File: config.mk
export PLATFORM = sky130hd
export DESIGN_NAME = pli_queue
export DESIGN_NICKNAME = d
export VERILOG_FILES = /design/src/rtl/pli_pkg.sv /design/src/rtl/pli_queue.sv
export SDC_FILE = /design/constraint.sdc
export NUM_CORES = 1
export LEC_CHECK = 0
export BUFFER_PORTS_ARGS = -buffer_cell sky130_fd_sc_hd__buf_2
export CAP_MARGIN = 20
export CORE_ASPECT_RATIO = 1.2
export CORE_UTILIZATION = 55
export CTS_CLUSTER_DIAMETER = 60
export DETAILED_ROUTE_END_ITERATION = 7
export PLACE_DENSITY = 0.83
export SLEW_MARGIN = 10
export SYNTH_ARGS = -nofsm -noshare
export SYNTH_HDL_FRONTEND = slang
export SYNTH_SLANG_ARGS = --single-unit
File: constraint.sdc
create_clock -name i_clk -period 3.1 [get_ports i_clk]
set_input_delay 0.31 -clock i_clk [delete_from_list [all_inputs] [get_ports i_clk]]
set_output_delay 0.31 -clock i_clk [all_outputs]
set_load 0.01 [all_outputs]
File: src/rtl/pli_pkg.sv
// pli_pkg: shared types and constants of the piecewise linear interpolator
// holds the command item passed from the front end through the queue to the back end
// no dependencies

package pli_pkg;

    localparam logic OP_LOAD  = 1'b0;
    localparam logic OP_QUERY = 1'b1;

    localparam int Q_DEPTH = 4;
    localparam int Q_AW    = 2;

    typedef struct packed {
        logic        is_query;
        logic        slot_ok;
        logic [6:0]  idx;
        logic [31:0] a;
        logic [31:0] b;
        logic        last;
    } t_cmd;

endpackage

File: src/rtl/pli_queue.sv
// pli_queue: short command queue between front end and back end
// depends on pli_pkg

module pli_queue import pli_pkg::*; (
    input  logic i_clk,
    input  logic i_rst_n,
    input  logic i_push,
    input  t_cmd i_cmd,
    output logic o_full,
    output logic o_valid,
    output t_cmd o_cmd,
    input  logic i_pop
);

    t_cmd            r_mem [Q_DEPTH];
    logic [Q_AW-1:0] r_wp;
    logic [Q_AW-1:0] r_rp;
    logic [Q_AW:0]   r_cnt;

    assign o_full  = (r_cnt == (Q_AW+1)'(Q_DEPTH));
    assign o_valid = (r_cnt != '0);
    assign o_cmd   = r_mem[r_rp];

    always_ff @(posedge i_clk) begin
        if (!i_rst_n) begin
            r_wp  <= '0;
            r_rp  <= '0;
            r_cnt <= '0;
        end else begin
            if (i_push) begin
                r_wp <= r_wp + 1'b1;
            end
            if (i_pop) begin
                r_rp <= r_rp + 1'b1;
            end
            if (i_push && !i_pop) begin
                r_cnt <= r_cnt + 1'b1;
            end else if (i_pop && !i_push) begin
                r_cnt <= r_cnt - 1'b1;
            end
        end
    end

    always_ff @(posedge i_clk) begin
        if (i_push) begin
            r_mem[r_wp] <= i_cmd;
        end
    end

endmodule

=== Word-level counts from Yosys, hierarchy flattened ===
Memories as Yosys holds them, arrays and structs flattened. A register that Yosys moved wholly into a read port is not among the register bits.
Cells that the tools add are included.

* Logic and storage cells: 21
* Output and inout port bits: 76
* Input bits: 78
* Memories: 1
* Memory bits (writable): 296
* Flip-flop bits (word level): 7

* Mux-type cells: 6
* Add/sub/neg operators: 4
* Reductions and logical operators: 6
* Equal/unequal tests: 1

{| class="wikitable"
|+ Memory list
! memory !! depth !! bits a word !! read ports !! clocked after Yosys merged registers in !! write ports !! line !! text
|-
| r_mem || 4 || 74 || 1 || 1 || 1 || pli_queue.sv:15 || <nowiki>t_cmd r_mem [Q_DEPTH];</nowiki>
|}

{| class="wikitable"
|+ Operator list
! kind !! number
|-
| 3-bit two-way mux || 2
|-
| 2-bit by 1-bit adder with 2-bit output (second input constant) || 2
|-
| 2-bit two-way mux || 2
|-
| 3-bit by 1-bit adder with 3-bit output (second input constant) || 1
|-
| 3-bit equality test (second input constant) || 1
|-
| 3-bit nonzero test || 1
|-
| 3-bit by 1-bit subtractor with 3-bit output (second input constant) || 1
|-
| 1-bit logical AND || 2
|-
| 1-bit logical NOT || 2
|-
| 1-bit two-way mux || 2
|-
| 2-bit nonzero test || 1
|}

=== Longest topological paths before layout ===
* Depth in word-level cells: 4
* Mapped depth: 7

=== Worst setup path before layout ===
Ideal clock, no wire load.

* Path type: register to register
* Start point: reg r_wp[0]
* End point: mem r_mem[0][0] in the netlist's numbering, enable pin
* Setup slack: 0.390 ns
* Arrival: 2.270 ns
* Data required time: 2.660 ns
* Cell stages (with the launch flop): 4
* Cell sequence: dfxtp_1 > inv_1 > ha_1 > and2_1

{| class="wikitable"
|+ RTL lines
! item !! line !! text
|-
| start: declaration || pli_queue.sv:16 || <nowiki>logic [Q_AW-1:0] r_wp;</nowiki>
|-
| start signal: assignment || pli_queue.sv:31 || <nowiki>r_wp <= r_wp + 1'b1;</nowiki>
|-
| end: declaration || pli_queue.sv:15 ||
|}

No word-level cell before the write port.

==> results.py <==
metrics = {
    "route": {
        "wl_per_cell_um": 21.6,
        "drtIter0Drc": 424,
        "dr_total_vias": 5344,
        "wl_um": 20800,
        "via_per_inst": 5.56,
        "ant_nets": 0,
        "drc": 0,
        "drtPass1Iterations": 4,
    },
    "worst_setup_path": {
        "cp_slowest_stage_delay_ps": 640,
        "cp-end-kind": "primary output",
        "arrival_ps": 2320,
        "required_ps": 2790,
        "critical_path.startpoint_type": "flip-flop",
        "critPathKind": "flip-flop to primary output",
        "crit_chain": "buf_12 -> mux4_2 -> buf_2",
        "cpMaxStageDelayCell": "dfxtp_4",
        "crit_fanout": 35,
    },
    "die": {
        "pin_count": 154,
        "initial_core_util_pct": 56.5,
        "die_w_um": 132,
        "rows": 56,
        "die_h_um": 158,
        "dieArea_um2": 20800,
        "coreArea_um2": 19700,
    },
    "sta": {
        "fmax_mhz": 381,
        "final.period_utilization_pct": 84.8,
        "fin_setup_tns_ps": 0,
        "rsz0062_at_grt": "false",
        "timing.slew.headroom_pct": 51.3,
        "finClkSkew_ps": 17.3,
        "maxSlewViolCount": 0,
        "tightest_slew_ps": 731,
        "setup_viol": 0,
        "min_period_ps": 2630,
        "finalHoldViolCount": 0,
    },
    "global_routing": {
        "grt.total_usage_pct": 20.7,
        "grt_pass1_vias": 5837,
        "grt_overflow": 0,
        "grt_max_degree": 46,
        "antenna_found_initial": 0,
        "grt_pass1_wl_um": 32200,
    },
    "logic_synthesis": {
        "synth_warnings": 0,
        "netlist.area_leader.share_pct": 79.9,
        "synth_cell_types": 20,
        "synth_nets": 513,
        "synth_area_leader_cell": "edfxtp_1",
        "syn_avg_cell_area_um2": 25.9,
        "syn_inst": 429,
        "ys_ff_latch": 305,
        "synthTopCellsByArea": "edfxtp_1 (80%), mux4_2 (15%), dfxtp_1 (1.6%), buf_6 (0.71%), ha_1 (0.56%)",
        "syn_area_um2": 11100,
        "synth.yosys.seq_area_share_pct": 81.5,
    },
    "place": {
        "hpwl_um": 12100,
        "io_buffers": 153,
        "routabilityCongestion": 0.743,
        "placed_area_um2": 12200,
    },
    "finish": {
        "num_antenna_cells": 0,
        "design_area_um2": 13900,
        "areaGrowthSynthToFinish_pct": 24.7,
        "mostFrequentLayoutCell": "edfxtp_1",
        "finalNetCount": 765,
        "drive_gt1_share_pct": 40.7,
        "layout_common_cells": "edfxtp_1 (296), buf_2 (153), mux4_2 (74)",
        "nFillCells": 1182,
    },
    "pwr": {
        "power_density_nw_per_um2": 656,
        "power.leakage_nw": 4.75,
        "irDropWorstVdd_v": 0.000548,
        "power.total_mw": 9.10,
    },
    "cts": {
        "cts_setup_buffers": 0,
        "clock_latency_ps": 530,
        "cts_tree": "built",
        "cts_made_buffers": 29,
        "ctsResizeCount": 0,
        "htreeDepth": 1,
        "clock_sinks": 305,
        "clk_pin_slew_worst_paths_ps": 60,
        "root_buffer": "clkbuf_16",
        "cts_hold_buf": 73,
        "clockBufferDepth": 3,
    },
    "job": {
        "maxCapViolCount": 0,
    },
    "worst_hold_path": {
        "min_path_type": "primary input to flip-flop",
    },
    "outcome": {
        "outcome": "complete, no violations",
    },
}
-- metrics by stage --
stage	instances	util [%]	worst slack, ps	hold WS (ps)
after global placement	838	62.1	1030	478
after global routing	962	70.5	341	15.4
after CTS	962	70.5	417	0.278
after detailed placement	838	62.1	991	505
after floorplan	429	-	390	409
final	962	70.5	472	24.7
-- cell usage after synthesis (all sizes together) --
cell type  count
edfxtp       296
mux4          74
buf           15
and2           9
dfxtp          9
ha             5
inv            4
xor2           3
mux2i          2
nor2b          2
or3            2
xnor2          2
a21boi         1
clkbuf         1
fa             1
nand2          1
nor3b          1
o21ai          1
-- final cells by class --
type / count / area, um^2 / area share, %
Sequential cell: 305 / 9080 / 65.4
Multi-Input combinational cell: 104 / 1930 / 13.9
Timing Repair Buffer: 237 / 1620 / 11.7
Clock buffer: 35 / 748 / 5.39
Tap cell: 261 / 327 / 2.35
Clock inverter: 16 / 163 / 1.17
Inverter: 4 / 15.0 / 0.108
-- critical path: cells and delay by family (launching register included) --
family,cells,cell delay [ps]
mux,1,590
flops,1,640
buf+inv,2,510
-- state kept, by name, summed over array words and instances, names as in the netlist, named ones only --
| name | flops |
|---|---|
| r_rp | 2 |
| r_cnt | 3 |
| r_mem | 296 |
| r_wp | 2 |
-- where the power goes --
part	leakage (nW)	internal (mW)	switching [mW]	total [mW]
Combinational	1.52	0.463	0.452	0.916
Sequential	2.79	4.74	0.0878	4.82
Clock	0.442	1.96	1.40	3.36
-- path summary, 6_finish.rpt --
path	start	endpoint	cells after the start	slack, ps
setup / recovery	flip-flop	o_cmd[0]	3	470
hold / removal	i_cmd[18]	r_mem[1][18]	1	20
setup reg to reg	r_wp[0]	r_mem[1][15]	3	1090
hold reg to reg	r_cnt[2]	r_cnt[2]	2	520
-- logic make-up after synthesis --
family / Yosys count / share of synthesized area [%]
flip-flops: 305 / 81.5
multiplexers: 76 / 15.2
buffers and inverters: 20 / 1.26
AND/OR/NAND/NOR: 15 / 0.832
adder cells (fa/ha/maj): 6 / 0.742
XOR/XNOR: 5 / 0.394
AO/OA/AOI/OAI: 2 / 0.112
-- layer usage --
metal  vias up  global-route usage [%]  wire [um]
li1       2336                       -          -
met5         -                       0          0
met4         0                    6.42        519
met3        36                    3.59       1230
met2       198                    36.3      11000
met1      2774                    26.8       8000
No activity file was read; power rests on OpenSTA's default activity.
