**src/rtl/pli_pkg.sv**
```systemverilog
// pli_pkg: shared types and constants of the piecewise linear interpolator
// holds the command item passed from the front end through the queue to the back end
// no dependencies

package pli_pkg;

    localparam logic OP_LOAD  = 1'b0;
    localparam logic OP_QUERY = 1'b1;

    localparam int Q_DEPTH = 4;
    localparam int Q_AW    = 2;

    typedef struct packed {
        logic        is_query;
        logic        slot_ok;
        logic [6:0]  idx;
        logic [31:0] a;
        logic [31:0] b;
        logic        last;
    } t_cmd;

endpackage

```
**src/rtl/pli_front.sv**
```systemverilog
// pli_front: input register and item classification
// depends on pli_pkg; feeds pli_queue

module pli_front import pli_pkg::*; #(
    parameter int MAX_POINTS = 128
) (
    input  logic        i_clk,
    input  logic        i_rst_n,
    input  logic        i_in_valid,
    output logic        o_in_stall,
    input  logic        i_operation,
    input  logic [6:0]  i_point_index,
    input  logic [31:0] i_point_x,
    input  logic [31:0] i_point_y,
    input  logic [31:0] i_query_value,
    input  logic        i_last_query,
    output logic        o_push,
    output t_cmd        o_cmd,
    input  logic        i_full
);

    logic r_valid;
    t_cmd r_cmd;
    t_cmd n_cmd;
    logic accept;

    assign o_in_stall = r_valid && i_full;
    assign accept     = i_in_valid && !o_in_stall;
    assign o_push     = r_valid && !i_full;
    assign o_cmd      = r_cmd;

    always_comb begin
        n_cmd.is_query = (i_operation == OP_QUERY);
        n_cmd.slot_ok  = (32'(i_point_index) < 32'(MAX_POINTS));
        n_cmd.idx      = i_point_index;
        n_cmd.a        = (i_operation == OP_QUERY) ? i_query_value : i_point_x;
        n_cmd.b        = i_point_y;
        n_cmd.last     = i_last_query;
    end

    always_ff @(posedge i_clk) begin
        if (!i_rst_n) begin
            r_valid <= 1'b0;
        end else if (accept) begin
            r_valid <= 1'b1;
        end else if (o_push) begin
            r_valid <= 1'b0;
        end
    end

    always_ff @(posedge i_clk) begin
        if (accept) begin
            r_cmd <= n_cmd;
        end
    end

endmodule

```
**config.mk**
```make
export PLATFORM = sky130hd
export DESIGN_NAME = pli_front
export DESIGN_NICKNAME = d
export VERILOG_FILES = /design/src/rtl/pli_pkg.sv /design/src/rtl/pli_front.sv
export SDC_FILE = /design/constraint.sdc
export NUM_CORES = 1
export LEC_CHECK = 0
export BUFFER_PORTS_ARGS = -buffer_cell sky130_fd_sc_hd__buf_2
export CAP_MARGIN = 10
export CELL_PAD_IN_SITES_DETAIL_PLACEMENT = 1
export CELL_PAD_IN_SITES_GLOBAL_PLACEMENT = 2
export CORE_ASPECT_RATIO = 0.6
export CORE_MARGIN = 5
export CORE_UTILIZATION = 28
export CTS_BUF_LIST = sky130_fd_sc_hd__clkbuf_4 sky130_fd_sc_hd__clkbuf_8
export DETAILED_ROUTE_END_ITERATION = 16
export HOLD_SLACK_MARGIN = 0.08
export PLACE_DENSITY_LB_ADDON = 0.1
export SYNTH_ARGS = -nofsm -noshare
export SYNTH_HDL_FRONTEND = slang
export SYNTH_SLANG_ARGS = --single-unit
```
**constraint.sdc**
```tcl
create_clock -name i_clk -period 4.8 [get_ports i_clk]
set_input_delay 0.48 -clock i_clk [delete_from_list [all_inputs] [get_ports i_clk]]
set_output_delay 0.48 -clock i_clk [all_outputs]
set_load 0.01 [all_outputs]
```
# [Word-level counts from Yosys, hierarchy flattened]
# Index checks and enable logic that the tools add are counted.
[totals] register_bits=74 in_bits=109 elab_cells=15
[classes] n_mux=3 n_reduce_logical=6
[op_table] operator="2-to-1 mux 32 bit" count=1
[op_table] operator="logical AND 1 bit" count=3
[op_table] operator="logical NOT 1 bit" count=2
[op_table] operator="2-to-1 mux 1 bit" count=2
[op_table] operator="nonzero test 2 bit" count=1

# [Logic depth before layout (Yosys ltp)]
# Gate-level depths: netlist (run 1).
[logic_depth] depth_word=4 depth_mapped=3 mapped_depth_nobuf=2

# [Worst setup path before layout (run 1)]
# No wires, ideal clock.
[synth_timing] path_type="in2reg" from="input i_full" to="register r_cmd, in the netlist o_cmd[0], enable pin" arrival_ps=3935 setup_slack_ps=352 stages=2 cell_sequence="and2_1 nor2b_1"
[synth_between] elab_chain_cells=3
[synth_rtl] element="start: declaration" line="pli_front.sv:19" source="input logic i_full"
[synth_rtl] element="logical AND 1 bit" line="pli_front.sv:27" source="assign o_in_stall = r_valid && i_full;"
[synth_rtl] element="logical NOT 1 bit" line="pli_front.sv:28" source="assign accept = i_in_valid && !o_in_stall;"
[synth_rtl] element="logical AND 1 bit" line="pli_front.sv:28"
[synth_rtl] element="via accept" line="pli_front.sv:25" source="logic accept;"
[synth_rtl] element="end signal: assignment" line="pli_front.sv:53" source="r_cmd <= n_cmd;"
[synth_rtl] element="end: declaration" line="pli_front.sv:23" source="t_cmd r_cmd;"
# The timed path passes the listed nets, and every way through them passes these cells.
# A chain may end at the register's enable or synchronous reset.

# [Worst setup path after layout (run 1)]
[layout_timing] from="register r_valid" to="register r_cmd, in the netlist o_cmd[58], enable pin"
[layout_between] elab_chain_cells=3
[layout_rtl] element="start: declaration" line="pli_front.sv:22" source="logic r_valid;"
[layout_rtl] element="start signal: assignment" line="pli_front.sv:43" source="r_valid <= 1'b0;"
[layout_rtl] element="start signal: assignment" line="pli_front.sv:45" source="r_valid <= 1'b1;"
[layout_rtl] element="start signal: assignment" line="pli_front.sv:47" source="r_valid <= 1'b0;"
[layout_rtl] element="logical AND 1 bit" line="pli_front.sv:27"
[layout_rtl] element="logical NOT 1 bit" line="pli_front.sv:28"
[layout_rtl] element="logical AND 1 bit" line="pli_front.sv:28"
[layout_rtl] element="via accept" line="pli_front.sv:25"
# The timed path passes the listed nets, and every way through them passes these cells.

==> impl_metrics.json, run 1 <==
{
  "cts_num_sinks": 74,
  "cts_setup_buffers": 0,
  "final_cell_mix": "183 x buf_2, 73 x edfxtp_1, 30 x mux2_4",
  "path_cells": "and2_1, nor2b_4, buf_4",
  "die_w_um": 139,
  "rows": 28,
  "h-tree-depth": 3,
  "critPathMaxStageDelay_ps": 590,
  "cts_made_buffers": 9,
  "clock_path_buffers": 2,
  "grt_antenna_before_repair": 0,
  "period_share_pct": 40.2,
  "num_antenna_cells": 0,
  "whs_ps": 307,
  "placed_cell_area_sq_um": 3820,
  "cts_tree": "built",
  "p_leak_nw": 1.82,
  "dr_total_vias": 1764,
  "grt_pass1_wl_um": 10600,
  "routed_wl_um": 7100,
  "r2r.worst_path.cells": 3,
  "critPathRequiredTime_ps": 4800,
  "powerDensity_nw_per_um2": 352,
  "final_common_cell": "buf_2",
  "holdBufCountCts": 0,
  "path_clk_slew_ps": 80,
  "yosys_warnings": 0,
  "cp_max_fo": 30,
  "synth_cells": 116,
  "slowest_stage": "nor2b_4",
  "gp_congestion": 0.725,
  "grt_pass1_vias": 1909,
  "ant_nets": 0,
  "vias_per_cell": 3.95,
  "critPathKind": "reg2reg",
  "critPathCaptureType": "flip-flop",
  "hold_viol": 0,
  "syn_nets": 225,
  "nets": 416,
  "stdcell_area_sq_um": 4020,
  "io_buffers": 183,
  "rsz0062_at_grt": "no",
  "worstSetupStartpointType": "flip-flop",
  "cap_violations": 0,
  "fmax_mhz": 519,
  "core_area_sq_um": 9810,
  "clkLatencyLatePin_ps": 340,
  "ys_seq_elements": 74,
  "grt_util_all_layers_pct": 11.7,
  "fin_crit_ps": 1930,
  "relSlewSlack_pct": 30.0,
  "ys_seq_area_share_pct": 79.2,
  "synth_cell_type_count": 11,
  "worst_ep_arrival_time_ps": 1930,
  "power.total_mw": 1.42,
  "clock-root-buffer": "clkbuf_8",
  "ioPinCount": 185,
  "syn_area_sq_um": 2790,
  "postSynthAreaPerCell_sq_um": 24.1,
  "skew_ps": 4.92,
  "firstDrtPassIters": 4,
  "setup_tns_ps": 0,
  "die_h_um": 87.4,
  "worstHoldPathType": "in2reg",
  "setup_viol": 0,
  "drt_iter0_markers": 49,
  "wl_per_cell_um": 15.9,
  "status": "complete, no violations",
  "peakVddDrop_mv": 0.127,
  "drive_gt1_share_pct": 74.7,
  "cts_resized": 0,
  "grt_max_degree": 34,
  "dp.cells": 431,
  "die_area_sq_um": 12100,
  "stdcell_count": 447,
  "areaGrowthSynthToFinish_pct": 44.0,
  "grt-ovfl-total": 0,
  "initial_utilization_pct": 28.5,
  "slew_viol_final": 0,
  "drc": 0,
  "worst_pin_slew_ps": 1050,
  "min_path_cells": 1
}
## cell usage after synthesis
library cell	instances	share of area, %
nor2b_1	2	0.45
buf_4	1	0.27
edfxtp_1	73	78
conb_1	1	0.13
and2_1	1	0.22
mux2_4	30	16
dfxtp_1	1	0.72
buf_12	3	2.1
o21a_1	1	0.27
mux2_2	2	0.81
buf_6	1	0.40
## worst paths after layout
kind,slack (ps),endpoint,startpoint
worst max-delay path,2870,o_cmd[58],r_valid
worst min register to register,700,r_valid,r_valid
worst max register to register,2870,o_cmd[58],r_valid
worst min-delay path,310,o_cmd[3],i_point_y[2]
## per-stage QoR
stage | setup WS (ps) | util (%)
6_report | 2870 | 41.0
5_1_grt | 2730 | 41.0
4_1_cts | 2820 | 41.0
3_5_place_dp | 2520 | 39.0
3_3_place_gp | 2540 | 39.0
2_1_floorplan | 352 | -
## power breakdown
| group | leakage, nW | internal, mW | switching, mW | total, mW |
|---|---|---|---|---|
| clock | 0.0983 | 0.244 | 0.235 | 0.480 |
| sequential | 0.715 | 0.760 | 0.00891 | 0.768 |
| combinational | 1.01 | 0.0897 | 0.0789 | 0.169 |
## area by class of cell
class / count / area (sq um)
Clock buffer: 9 / 124
Tap cell: 135 / 169
Timing Repair Buffer: 185 / 931
Clock inverter: 7 / 76.3
Multi-Input combinational cell: 37 / 510
Fill cell: 1063 / 5790
Sequential cell: 74 / 2210
## state kept, by name, indices dropped and copies added, names as in the netlist
signal and count:
o_cmd 73, r_valid 1
## layer usage
metal	vias to the layer above	share of wire (%)	global-route usage, %
met4	0	1.3	4.80
met3	7	12	6.86
met1	809	43	14.4
li1	836	-	-
met2	112	44	16.9
met5	-	0	0
## cells by family after synthesis
group / Yosys count / share of synthesized area [%]
compound gates: 1 / 0.269
buf+inv: 5 / 2.82
flops: 74 / 79.2
mux: 32 / 16.9
other cells: 1 / 0.134
simple gates: 3 / 0.672
## critical path: cells and delay by family (launching register included)
family | cells | cell delay [ps]
buf+inv | 1 | 480
flops | 1 | 310
simple gates | 2 | 770
No activity file was read; power rests on OpenSTA's default activity.
==> run 2: changes to the inputs <==
--- a/config.mk
+++ b/config.mk
@@ -11,7 +11,7 @@
 export CELL_PAD_IN_SITES_GLOBAL_PLACEMENT = 2
 export CORE_ASPECT_RATIO = 0.6
 export CORE_MARGIN = 5
-export CORE_UTILIZATION = 28
+export CORE_UTILIZATION = 25
 export CTS_BUF_LIST = sky130_fd_sc_hd__clkbuf_4 sky130_fd_sc_hd__clkbuf_8
 export DETAILED_ROUTE_END_ITERATION = 16
 export HOLD_SLACK_MARGIN = 0.08
==> constraint.sdc (replaced) <==
create_clock -name i_clk -period 1.6 [get_ports i_clk]
set_input_delay 0.16 -clock i_clk [delete_from_list [all_inputs] [get_ports i_clk]]
set_output_delay 0.16 -clock i_clk [all_outputs]
set_load 0.01 [all_outputs]
==> run 2 against run 1 <==
- final area increased by 13%
- first-iteration DRC count increased by 88%
- combinational power rose to 3.6 times the previous value
- via count is 10% higher
- sequential share of layout area is 6.4 points lower
- die area increased by 11%
- clock skew rose by 2.3 ps
- non-clock buffer count grew 47
- clock power grew to 3.3 times the previous value
- count of clock-buffer cells in the layout is 1 higher
- critical path depth up 1
- critical path type is now in2reg
- largest cell class unchanged
==> impl_metrics.json, run 2 (same netlist as run 1, synthesis figures left out) <==
{
  "cp.buffers_inverters": 3,
  "hold_viol": 0,
  "cts_resized": 0,
  "postLayoutCoreUtil_pct": 42.3,
  "worstHoldPathType": "in2reg",
  "path_cells": "dlygate4sd3_1, buf_2, mux2_4, dlygate4sd3_1",
  "cts_num_sinks": 74,
  "holdBufCountCts": 43,
  "cts_setup_buffers": 0,
  "die_w_um": 146,
  "worst_slack_ps": 58.5,
  "firstDrtPassIters": 4,
  "h-tree-depth": 3,
  "placed_cell_area_sq_um": 3860,
  "cts_tree": "built",
  "whs_ps": 115,
  "status": "complete, no violations",
  "slowest_stage": "dlygate4sd3_1",
  "fillers": 1115,
  "setup_viol": 0,
  "critPathMaxStageDelay_ps": 560,
  "core_area_sq_um": 10700,
  "regToRegEndpoint": "o_cmd[33]",
  "fmax_mhz": 649,
  "wl_per_cell_um": 15.9,
  "dp.cells": 436,
  "cp_common_cell": "dlygate4sd3_1",
  "hpwl_um": 5980,
  "period_share_pct": 96.3,
  "io_buffers": 183,
  "drc": 0,
  "ff_latch_area_sq_um": 2210,
  "slew_viol_final": 0,
  "critPathRequiredTime_ps": 1690,
  "final_common_cell": "buf_2",
  "powerDensity_nw_per_um2": 989,
  "rows": 29,
  "dr.max_layer_used": "met5",
  "ant_nets": 0,
  "grt_pass1_vias": 2197,
  "grt_antenna_before_repair": 2,
  "fin_crit_ps": 1540,
  "final_cell_mix": "183 x buf_2, 73 x edfxtp_1, 46 x dlygate4sd3_1",
  "worst_ep_arrival_time_ps": 1630,
  "clock_path_buffers": 2,
  "grt_pass1_wl_um": 12100,
  "drt_iter0_markers": 92,
  "path_clk_slew_ps": 70,
  "worstSetupStartpointType": "input pin",
  "holdPathEnd": "o_cmd[45]",
  "post-place-ws_ps": 314,
  "cap_violations": 0,
  "grt_max_degree": 47,
  "initial_utilization_pct": 26.0,
  "critPathKind": "in2reg",
  "min_path_cells": 2,
  "drive_gt1_share_pct": 65.7,
  "skew_ps": 7.17,
  "cp_max_fo": 1,
  "die_h_um": 91.9,
  "grt-ovfl-total": 0,
  "clkLatencyLatePin_ps": 340,
  "largest_reg_flops": 73,
  "wl_met1_um": 3140,
  "grt_util_all_layers_pct": 11.8,
  "p_leak_nw": 2.03,
  "setup_tns_ps": 0,
  "areaGrowthSynthToFinish_pct": 62.8,
  "hold_start": "i_query_value[12]",
  "r2r_start": "r_valid",
  "stdcell_area_sq_um": 4550,
  "critPathCaptureType": "flip-flop",
  "stdcell_count": 499,
  "critPathTopFamily": "buffers and inverters",
  "r2r.worst_path.cells": 3,
  "routed_wl_um": 7940,
  "rsz0062_at_grt": "no",
  "nets": 463,
  "ioPinCount": 185,
  "die_area_sq_um": 13500,
  "vias_per_cell": 3.89,
  "cts_made_buffers": 9,
  "dr_total_vias": 1940,
  "wl_met3_um": 998,
  "peakVddDrop_mv": 0.330,
  "met2_length_um": 3680,
  "r2r_slack_ps": 290,
  "clock-root-buffer": "clkbuf_8",
  "gp_congestion": 0.731,
  "power.total_mw": 4.50,
  "multiInputGateArea_sq_um": 513
}
==> run 2: how the worst max path moves through the flow <==
| stage | start | to | cells after the start |
|---|---|---|---|
| 5_1_grt | i_query_value[9] | o_cmd[42] | 4 |
| 2_1_floorplan | r_valid | o_cmd[0] | 2 |
| 3_5_place_dp | r_valid | o_cmd[58] | 3 |
| 3_3_place_gp | r_valid | o_cmd[58] | 3 |
| 4_1_cts | r_valid | o_cmd[58] | 3 |
| 6_report | i_query_value[9] | o_cmd[42] | 4 |
==> run 2: layout make-up <==
cell class / count / share of cell area (%)
antenna: 1 / 0.0550
timing repair buffer: 232 / 31.3
tap: 139 / 3.82
multi-input combinational: 37 / 11.3
clock inverter: 6 / 2.01
clock buffer: 10 / 2.89
sequential: 74 / 48.6
==> run 2: where the power goes <==
part	switching [mW]	internal [mW]
registers	0.0285	2.28
clock network	0.685	0.897
logic	0.259	0.351
==> run 2: layer usage <==
metal  vias to the layer above  track usage, %
met1                       893            12.8
met4                         2            4.23
met3                         9            7.73
met5                         -               0
met2                       107            18.8
li1                        929               -
==> run 3: changes to the inputs <==
--- a/config.mk
+++ b/config.mk
@@ -11,11 +11,12 @@
 export CELL_PAD_IN_SITES_GLOBAL_PLACEMENT = 2
 export CORE_ASPECT_RATIO = 0.6
 export CORE_MARGIN = 5
-export CORE_UTILIZATION = 25
+export CORE_UTILIZATION = 28
 export CTS_BUF_LIST = sky130_fd_sc_hd__clkbuf_4 sky130_fd_sc_hd__clkbuf_8
 export DETAILED_ROUTE_END_ITERATION = 16
 export HOLD_SLACK_MARGIN = 0.08
 export PLACE_DENSITY_LB_ADDON = 0.1
+export REMOVE_ABC_BUFFERS = 1
 export SYNTH_ARGS = -nofsm -noshare
 export SYNTH_HDL_FRONTEND = slang
 export SYNTH_SLANG_ARGS = --single-unit
==> constraint.sdc (replaced) <==
create_clock -name i_clk -period 1.65 [get_ports i_clk]
set_input_delay 0.165 -clock i_clk [delete_from_list [all_inputs] [get_ports i_clk]]
set_output_delay 0.165 -clock i_clk [all_outputs]
set_load 0.01 [all_outputs]
==> run 3 against run 2 <==
- first-iteration DRC count decreased by 33%
- non-clock buffer count decreased by 4
- hold slack improved by 0.79 ps
- clock power decreased by 4%
- final area decreased by 1.2%
- critical path depth decreased by 1
- die area decreased by 9.8%
- sequential power decreased by 3%
- cell count decreased by 1.8%
- total power decreased by 3.6%
- clock skew decreased by 0.53 ps
==> impl_metrics.json, run 3 (same netlist as run 1, synthesis figures left out) <==
{
  "pwr-share-comb_pct": 13.4,
  "drive_gt1_share_pct": 65.9,
  "internal_power_mw": 3.39,
  "wl_met1_um": 3070,
  "routed_wl_um": 7670,
  "dr.max_layer_used": "met4",
  "period_share_pct": 80.1,
  "power_frac_seq_pct": 51.5,
  "path_clk_slew_ps": 80,
  "final_common_cell": "buf_2",
  "p_leak_nw": 2.01,
  "wl_met3_um": 890,
  "grt_antenna_before_repair": 0,
  "hold_viol": 0,
  "rsz0062_at_grt": "no",
  "drt_iter0_markers": 62,
  "grt_max_degree": 55,
  "critPathCaptureType": "flip-flop",
  "ant_nets": 0,
  "clock-root-buffer": "clkbuf_8",
  "slowest_stage": "dlygate4sd3_1",
  "worstHoldPathType": "in2reg",
  "grt_util_all_layers_pct": 12.8,
  "critPathLaunch": "r_valid",
  "status": "complete, no violations",
  "r2r.worst_path.cells": 3,
  "ff_latch_area_sq_um": 2210,
  "h-tree-depth": 3,
  "hold_start": "i_query_value[28]",
  "cap_violations": 0,
  "vias_per_cell": 3.95,
  "cts_resized": 0,
  "wl_per_cell_um": 15.7,
  "dp.cells": 432,
  "critPathRequiredTime_ps": 1880,
  "met2_length_um": 3620,
  "min_path_cells": 2,
  "fmax_mhz": 757,
  "fillers": 1036,
  "setup_viol": 0,
  "gp_congestion": 0.714,
  "areaGrowthSynthToFinish_pct": 60.8,
  "multiInputGateArea_sq_um": 510,
  "cts_num_sinks": 74,
  "critPathTopFamily": "buffers and inverters",
  "cp.buffers_inverters": 1,
  "dr_total_vias": 1937,
  "worstSetupStartpointType": "flip-flop",
  "die_h_um": 87.4,
  "cts_tree": "built",
  "firstDrtPassIters": 4,
  "swShare_pct": 21.9,
  "stdcell_count": 490,
  "io_buffers": 183,
  "num_antenna_cells": 0,
  "worst_ep_arrival_time_ps": 1550,
  "power.switching_mw": 0.948,
  "cts_made_buffers": 9,
  "rows": 28,
  "ioPinCount": 185,
  "critPathMaxStageDelay_ps": 540,
  "grt-ovfl-total": 0,
  "worst-path-stages": 3,
  "powerDensity_nw_per_um2": 966,
  "nets": 459,
  "largest_reg_flops": 73,
  "clkLatencyLatePin_ps": 340,
  "grt_pass1_vias": 2093,
  "die_w_um": 139,
  "r2r_start": "r_valid",
  "path_cells": "and2_1, o21a_1, dlygate4sd3_1",
  "skew_ps": 6.64,
  "final_cell_mix": "183 x buf_2, 73 x edfxtp_1, 42 x dlygate4sd3_1",
  "cp_max_fo": 3,
  "peakVddDrop_mv": 0.340,
  "core_area_sq_um": 9810,
  "clkPwrFrac_pct": 35.1,
  "initial_utilization_pct": 28.5,
  "drc": 0,
  "fin_crit_ps": 1320,
  "grt_pass1_wl_um": 11600,
  "critPathKind": "reg2reg",
  "clock_path_buffers": 2,
  "slew_viol_final": 0,
  "setup_tns_ps": 0,
  "die_area_sq_um": 12100
}
[run 3: area by class of cell]
| cell class | instances | share of cell area [%] |
|---|---|---|
| sequential | 74 | 49.2 |
| timing repair buffer | 228 | 30.8 |
| multi-input combinational | 37 | 11.4 |
| tap | 135 | 3.76 |
| clock buffer | 9 | 2.76 |
| clock inverter | 7 | 2.06 |
[run 3: repair_timing]
item / 4_1_cts / 5_1_grt
hold buffers: 42 / 0
hold endpoints to repair: 41 / 0
setup buffers: 0 / 0
[run 3: worst paths after layout]
check	end	slack [ps]
max reg2reg	r_valid	330
max	r_valid	330
min	o_cmd[61]	120
min reg2reg	o_cmd[6]	990
[run 3: metrics by stage]
step	cell area (sq um)	hold slack (ps)	power, mW	setup WS, ps	utilization [%]
after floorplan	2720	264	2.49	-2580	-
after global placement	3850	342	2.78	387	39.3
after detailed placement	3850	344	2.79	360	39.3
after CTS	4490	87.8	4.43	317	45.8
after global routing	4490	82.2	4.58	285	45.8
final	4490	116	4.34	329	45.8
[run 3: metal layers]
metal	up-vias	track usage [%]
met5	-	0
met4	0	4.53
met3	8	7.68
met2	106	19.9
met1	904	14.7
li1	919	-
[run 3: power groups by stage]
stage | Sequential, mW | Clock (mW) | Combinational [mW]
final | 2.24 | 1.52 | 0.579
after global routing | 2.25 | 1.70 | 0.629
after CTS | 2.24 | 1.60 | 0.590
after detailed placement | 2.28 | 0 | 0.510
after global placement | 2.27 | 0 | 0.504
after floorplan | 2.36 | 0 | 0.137
